$ cat config.mk
export PLATFORM = sky130hd
export DESIGN_NAME = framed_message_receiver_unit
export DESIGN_NICKNAME = d
export VERILOG_FILES = /design/src/fmr_pkg.sv /design/src/fmr_in_stage.sv /design/src/fmr_assembler.sv /design/src/framed_message_receiver_unit.sv
export SDC_FILE = /design/constraint.sdc
export NUM_CORES = 1
export LEC_CHECK = 0
export BUFFER_PORTS_ARGS = -buffer_cell sky130_fd_sc_hd__buf_4
export CAP_MARGIN = 15
export CORE_ASPECT_RATIO = 1.4
export CORE_MARGIN = 3
export CORE_UTILIZATION = 55
export DETAILED_ROUTE_END_ITERATION = 12
export HOLD_SLACK_MARGIN = 0.06
export PLACE_DENSITY = 0.76
export SYNTH_ARGS = -nofsm -noshare
export SYNTH_HDL_FRONTEND = slang
export SYNTH_SLANG_ARGS = --single-unit
$ cat constraint.sdc
create_clock -name clk -period 7.2 [get_ports clk]
set_input_delay 0.36 -clock clk [delete_from_list [all_inputs] [get_ports clk]]
set_output_delay 0.36 -clock clk [all_outputs]
set_load 0.05 [all_outputs]
$ cat src/fmr_pkg.sv
// Package for the framed message receiver: frame layout constants and shared types.
// No dependencies; used by every module of the receiver.
`timescale 1ns / 1ps

package fmr_pkg;

    localparam int PAYLOAD_BYTES_DEF = 8;
    localparam int PAYLOAD_MAX       = 8;
    localparam int HEADER_COUNT      = 5;
    localparam int PAYLOAD_FIRST_POS = 6;
    localparam int POS_W             = 4;
    localparam int BYTE_W            = 8;

    // result field layout inside m_axis_tdata, lowest bit first
    localparam int PRIO_LSB  = 0;
    localparam int EE_BIT    = 3;
    localparam int RW_BIT    = 4;
    localparam int REM_BIT   = 5;
    localparam int KIND_LSB  = 6;
    localparam int CMD_LSB   = 14;
    localparam int DEST_LSB  = 22;
    localparam int LEN_LSB   = 30;
    localparam int PL_LSB    = 34;
    localparam int PL_W      = 64;
    localparam int FIELDS_W  = PL_LSB + PL_W;
    localparam int TDATA_W   = ((FIELDS_W + 7) / 8) * 8;

    typedef struct packed {
        logic                  valid;
        logic [BYTE_W-1:0]     data;
    } byte_beat_t;

endpackage

$ cat src/fmr_in_stage.sv
// Input register stage of the framed message receiver.
// Depends on fmr_pkg for the byte transfer type.
`timescale 1ns / 1ps

module fmr_in_stage
(
    input  logic                              clk,
    input  logic                              rst_n,
    input  logic                              in_valid,
    output logic                              in_ready,
    input  logic [fmr_pkg::BYTE_W-1:0]        in_data,
    input  logic                              advance,
    output fmr_pkg::byte_beat_t               beat
);

    logic                          valid_reg;
    logic                          valid_next;
    logic [fmr_pkg::BYTE_W-1:0]    data_reg;

    assign in_ready   = !valid_reg || advance;
    assign valid_next = in_ready ? in_valid : valid_reg;

    always_ff @(posedge clk or negedge rst_n)
    begin
        if (!rst_n)
        begin
            valid_reg <= 1'b0;
        end
        else
        begin
            valid_reg <= valid_next;
        end
    end

    // hold the byte until the assembler takes it
    always_ff @(posedge clk)
    begin
        if (in_ready && in_valid)
        begin
            data_reg <= in_data;
        end
    end

    assign beat.valid = valid_reg;
    assign beat.data  = data_reg;

endmodule

$ cat src/fmr_assembler.sv
// Frame assembler: start hunting, header and payload capture, checksum and result register.
// Depends on fmr_pkg for layout constants and the byte transfer type.
`timescale 1ns / 1ps

module fmr_assembler
#(
    parameter int PAYLOAD_BYTES = fmr_pkg::PAYLOAD_BYTES_DEF
)
(
    input  logic                              clk,
    input  logic                              rst_n,
    input  logic                              start_byte_we,
    input  logic [fmr_pkg::BYTE_W-1:0]        start_byte_wdata,
    input  fmr_pkg::byte_beat_t               beat,
    output logic                              advance,
    output logic                              out_valid,
    input  logic                              out_ready,
    output logic [fmr_pkg::TDATA_W-1:0]       out_data,
    output logic                              out_ok
);

    localparam logic [fmr_pkg::POS_W-1:0] CHK_POS =
        fmr_pkg::POS_W'(fmr_pkg::PAYLOAD_FIRST_POS + PAYLOAD_BYTES);

    logic [fmr_pkg::BYTE_W-1:0]   start_reg;
    logic [fmr_pkg::POS_W-1:0]    pos_reg;
    logic [fmr_pkg::POS_W-1:0]    pos_next;
    logic [fmr_pkg::BYTE_W-1:0]   sum_reg;
    logic [fmr_pkg::BYTE_W-1:0]   sum_next;
    logic [fmr_pkg::BYTE_W-1:0]   hdr_reg [fmr_pkg::HEADER_COUNT];
    logic [fmr_pkg::BYTE_W-1:0]   pl_reg  [PAYLOAD_BYTES];
    logic                         valid_reg;
    logic                         valid_next;
    logic [fmr_pkg::TDATA_W-1:0]  data_reg;
    logic [fmr_pkg::TDATA_W-1:0]  data_next;
    logic                         ok_reg;
    logic                         take;
    logic                         emit;
    logic [fmr_pkg::PL_W-1:0]     pl_word;

    // only the checksum byte waits for a free result register
    assign advance = !valid_reg || out_ready || (pos_reg != CHK_POS);
    assign take    = beat.valid && advance;
    assign emit    = take && (pos_reg == CHK_POS);

    always_comb
    begin
        pos_next = pos_reg;
        sum_next = sum_reg;
        if (take)
        begin
            if (pos_reg == '0)
            begin
                if (beat.data == start_reg)
                begin
                    sum_next = beat.data;
                    pos_next = fmr_pkg::POS_W'(1);
                end
            end
            else if (pos_reg == CHK_POS)
            begin
                sum_next = '0;
                pos_next = '0;
            end
            else
            begin
                sum_next = sum_reg + beat.data;
                pos_next = pos_reg + fmr_pkg::POS_W'(1);
            end
        end
    end

    always_comb
    begin
        pl_word = '0;
        for (int i = 0; i < PAYLOAD_BYTES; i++)
        begin
            pl_word[i*fmr_pkg::BYTE_W +: fmr_pkg::BYTE_W] = pl_reg[i];
        end
    end

    always_comb
    begin
        data_next = '0;
        data_next[fmr_pkg::PRIO_LSB +: 3] = hdr_reg[0][7:5];
        data_next[fmr_pkg::EE_BIT]        = hdr_reg[0][4];
        data_next[fmr_pkg::RW_BIT]        = hdr_reg[0][3];
        data_next[fmr_pkg::REM_BIT]       = hdr_reg[0][0];
        data_next[fmr_pkg::KIND_LSB +: 8] = hdr_reg[1];
        data_next[fmr_pkg::CMD_LSB +: 8]  = hdr_reg[2];
        data_next[fmr_pkg::DEST_LSB +: 8] = hdr_reg[3];
        data_next[fmr_pkg::LEN_LSB +: 4]  = hdr_reg[4][7:4];
        data_next[fmr_pkg::PL_LSB +: fmr_pkg::PL_W] = pl_word;
    end

    assign valid_next = emit ? 1'b1 : (out_ready ? 1'b0 : valid_reg);

    always_ff @(posedge clk or negedge rst_n)
    begin
        if (!rst_n)
        begin
            start_reg <= '0;
            pos_reg   <= '0;
            sum_reg   <= '0;
            valid_reg <= 1'b0;
        end
        else
        begin
            if (start_byte_we)
            begin
                start_reg <= start_byte_wdata;
            end
            pos_reg   <= pos_next;
            sum_reg   <= sum_next;
            valid_reg <= valid_next;
        end
    end

    // capture header and payload bytes at their frame positions
    always_ff @(posedge clk)
    begin
        if (take)
        begin
            for (int i = 0; i < fmr_pkg::HEADER_COUNT; i++)
            begin
                if (pos_reg == fmr_pkg::POS_W'(i + 1))
                begin
                    hdr_reg[i] <= beat.data;
                end
            end
            for (int i = 0; i < PAYLOAD_BYTES; i++)
            begin
                if (pos_reg == fmr_pkg::POS_W'(fmr_pkg::PAYLOAD_FIRST_POS + i))
                begin
                    pl_reg[i] <= beat.data;
                end
            end
        end
    end

    always_ff @(posedge clk)
    begin
        if (emit)
        begin
            data_reg <= data_next;
            ok_reg   <= (beat.data == sum_reg);
        end
    end

    assign out_valid = valid_reg;
    assign out_data  = data_reg;
    assign out_ok    = ok_reg;

endmodule

$ cat src/framed_message_receiver_unit.sv
// Top level of the framed message receiver: input stage plus frame assembler.
// Depends on fmr_pkg, fmr_in_stage and fmr_assembler.
//
// Usage:
//   s_axis carries one received link byte per transfer in tdata[7:0].
//   While hunting, bytes that differ from the start byte register are dropped;
//   a match opens a frame of 7 + PAYLOAD_BYTES bytes (start, flags, type,
//   command, destination, length, payload, checksum).
//   On the checksum byte one result leaves on m_axis: decoded fields in tdata,
//   checksum_ok in tuser. Frames with a bad checksum are still delivered.
//   start_byte_we / start_byte_wdata write the start byte register.
// Timing:
//   One byte per cycle sustained unless a stalled m_axis holds s_axis back. A result
//   follows its checksum byte through the input register, then the result register.
//   A stalled m_axis holds its result; s_axis keeps taking bytes until the
//   next checksum byte waits in the input register behind it, then tready drops.
// Reset:
//   rst_n clears the start byte to zero, returns to hunting and empties both
//   registers.
`timescale 1ns / 1ps

module framed_message_receiver_unit
#(
    parameter int PAYLOAD_BYTES = fmr_pkg::PAYLOAD_BYTES_DEF
)
(
    input  logic                              clk,
    input  logic                              rst_n,
    input  logic                              start_byte_we,
    input  logic [7:0]                        start_byte_wdata,
    input  logic                              s_axis_tvalid,
    output logic                              s_axis_tready,
    input  logic [7:0]                        s_axis_tdata,  // rx_byte
    output logic                              m_axis_tvalid,
    input  logic                              m_axis_tready,
    // priority_res[2:0], eeprom_ram[3], read_write[4], remote[5], msg_kind[13:6],
    // command[21:14], destination[29:22], data_length[33:30], payload[97:34], zeros
    output logic [fmr_pkg::TDATA_W-1:0]       m_axis_tdata,
    output logic                              m_axis_tuser   // checksum_ok
);

    fmr_pkg::byte_beat_t beat;
    logic                advance;

    fmr_in_stage u_in_stage
    (
        .clk      (clk),
        .rst_n    (rst_n),
        .in_valid (s_axis_tvalid),
        .in_ready (s_axis_tready),
        .in_data  (s_axis_tdata),
        .advance  (advance),
        .beat     (beat)
    );

    fmr_assembler #(.PAYLOAD_BYTES(PAYLOAD_BYTES)) u_assembler
    (
        .clk              (clk),
        .rst_n            (rst_n),
        .start_byte_we    (start_byte_we),
        .start_byte_wdata (start_byte_wdata),
        .beat             (beat),
        .advance          (advance),
        .out_valid        (m_axis_tvalid),
        .out_ready        (m_axis_tready),
        .out_data         (m_axis_tdata),
        .out_ok           (m_axis_tuser)
    );

endmodule

==> summary.txt <==
Setup path
  • Crit path DAT: 2830 ps
  • Setup crit end: m_axis_tdata[36]
  • CP Capture Type: flop
  • Reg2reg end: m_axis_tdata[36]
  • Worst-path fanout max: 45
  • Reg-to-reg setup timing slack: 4480 ps
  • CP required: 7310 ps
  • Crit start category: flop
  • Crit Path Class: flop to flop
  • Critical Path Source: u_assembler.pos_reg[2]
  • Worst r2r src: u_assembler.pos_reg[2]
  • FF-to-FF path depth: 4

Placement
  • Placed inst area: 0.00884 mm^2
  • Final HPWL from detailed placement: 8610 um
  • Number of port buffers: 121
  • RePlAce Congestion: 0.790

Pwr
  • Peak VDD IR: 0.188 mV
  • Leak: 3.48 nW
  • Cell Pwr Density: about 330 mW/mm^2
  • Total power: 3.20 mW

Final layout
  • Diode count: 0
  • Share of layout cells above drive strength 1: 34.0%
  • Nets: 542
  • Fillers: 833
  • Cell area after layout: about 0.0096 mm^2
  • Max FFs per register: 98
  • Area delta synth->final: 23.8%

Timing
  • Final hold vios: 0
  • Max Clk Rate: around 370 MHz
  • Least-Margin Pin Slew: 1010 ps
  • Setup TNS: 0 ps
  • Slew margin rel.: 32.2%
  • Period minus WS final: 2720 ps
  • Tightest hold margin: around 80 ps
  • Period utilization: 37.8%
  • Final slew viol count: 0
  • Final setup vio count: 0
  • Clock skew: roughly 16 ps
  • RSZ-0062 raised after global routing: false

Floorplan
  • Die Area: 0.0155 mm^2
  • Die height: 146 um
  • Starting Density: 57.0%
  • Std-Cell Rows: 50
  • Core ar.: 0.0136 mm^2
  • Num ports: 128
  • Die width: about 110 um

GRT
  • Initial antenna violation count: 0
  • Largest net degree at the start of global routing: 46
  • First-pass GRT wire length: 20,400 um
  • GR Util All Layers: 17.3%
  • Congestion Overflow GR: 0
  • Vias in the first global route: about 3,700

Route
  • Final wirelength: 13,600 um
  • Detailed Routing Iterations Pass 1: 4
  • Vias: around 3,700
  • Initial DRC Count: 293
  • WL/cell: 19.2 um
  • Vias per cell: 5.19
  • ANT nets after route: 0
  • Detailed-route DRC error count: 0

Clocking
  • CTS Sinks: between 200 and 250
  • Post-cts gate resize count: 0
  • TritonCTS Buffers: 19
  • H-tree level count: 1
  • CTS tree: done
  • Postcts setup bufs: 0
  • Max clock buf depth: 3
  • Clock transition at path regs: 70 ps
  • Clock Latency Late Sink: 480 ps
  • CTS root buf: clkbuf_16

Synth
  • Warnings, synthesis: 0
  • Mapped Area: 0.00773 mm^2
  • Synth Instances: 367
  • Largest area contributor in the synthesized netlist: edfxtp_1
  • Top post-synthesis cells by count: edfxtp_1 (205), dfrtp_1 (22), mux2_2 (18)
  • Most numerous cell in the Yosys netlist: edfxtp_1
  • Most used DFF post-synth: edfxtp_1
  • Post-synth EDFFs: 205
  • Mapped Avg Cell Area: 21.1 um^2
  • Synth Register Bits: about 230
  • Synth top area share: between 70% and 80%
  • Area contributors post-synth: edfxtp_1 (80%), dfrtp_1 (7.1%), mux2_2 (2.6%), ha_1 (1.1%), xor2_1 (1.1%)
  • Fraction of registers with async set or reset after synthesis: 9.69%
  • Synth unique cells: 42
  • Register area share after synthesis: 86.7%

Min path
  • Hold crit path type: input port to flop

Outcome
  • Outcome: finished clean

Run
  • Max Cap Violations: 0
-- critical path, cell delays in order (launching register included) --
cell and delay, ps:
dfrtp_1 630, nand3_1 190, or2_2 360, nor2b_4 580
buf_4 570
-- final cells by class --
type | count | area [um^2] | area share, %
clock inverters | 10 | 131 | 1.37
multi-input cells | 127 | 962 | 10.0
repair buffers | 134 | 1020 | 10.7
inverters | 4 | 15.0 | 0.157
flip-flops and latches | 227 | 6710 | 70.0
well taps | 182 | 228 | 2.38
clock buffers | 24 | 514 | 5.37
-- timing repair --
| item | in CTS | in global routing |
|---|---|---|
| hold buffers | 7 | 1 |
| setup endpoints to repair | 0 | 0 |
| endpoints found under the hold margin | 28 | 1 |
-- through the flow --
step | util (%) | setup slack [ps] | cells
3_5_place_dp | 65.1 | 4490 | 664
2_1_floorplan | - | 1080 | 372
6_report | 70.6 | 4480 | 708
5_1_grt | 70.6 | 4280 | 708
4_1_cts | 70.4 | 4470 | 705
3_3_place_gp | 65.1 | 4560 | 664
-- cell usage in the layout, fill, tap and decap left out, types with 2 or more instances in the layout --
master and n:
clkbuf_8 2, dfrtp_1 22, inv_1 4, nor2_1 13
a31oi_1 4, buf_2 2, buf_4 124, o2111ai_1 2
nor4_1 3, a21o_1 6, nand3_1 3, nor3_1 4
o21ai_0 5, or2_2 2, clkinv_1 2, mux2_2 18
dlygate4sd3_1 8, bufinv_16 3, conb_1 6, nor2b_1 2
clkbuf_16 19, o21a_1 2, a211o_1 2, a22o_1 2
a21oi_1 4, clkinv_2 2, xor2_1 10, o211ai_1 2
clkbuf_1 3, edfxtp_1 205, nand2b_1 4, nand3b_1 3
clkinvlp_4 2, nand2_1 9, ha_1 7
-- power by group --
group	switching (mW)	leakage (nW)	internal [mW]	total [mW]
logic	0.306	1.05	0.203	0.508
clock network	0.419	0.310	0.617	1.04
registers	0.0930	2.12	1.57	1.66
total	0.818	3.48	2.39	3.20
-- routing by layer --
layer  vias up  track usage [%]  share of wire (%)
li1       1705                -                  -
met2       146             32.2                 56
met1      1793             19.9                 35
met3        30             2.34                5.3
met4         0             6.87                3.3
met5         -                0                  0
-- how the worst min path moves through the flow --
stage | start | endpoint | slack (ps) | cells after the start
floorplan | rst_n | u_assembler.out_valid | 60 | 0
global placement | rst_n | u_assembler.start_reg[4] | 260 | 1
detailed placement | rst_n | u_assembler.start_reg[5] | 260 | 1
CTS | s_axis_tdata[1] | u_in_stage.data_reg[1] | 60 | 1
global route | s_axis_tdata[7] | u_in_stage.data_reg[7] | 70 | 1
finish | s_axis_tdata[7] | u_in_stage.data_reg[7] | 80 | 1
-- kinds of logic after synthesis --
family,share of synthesized area [%]
AO/OA/AOI/OAI,3.38
XOR/XNOR,1.25
adder cells (fa/ha/maj),1.39
buffers and inverters,1.20
flip-flops,86.7
multiplexers,2.62
other,0.0485
AND/OR/NAND/NOR,3.41
Note: power is estimated with default switching activity, not from simulation.
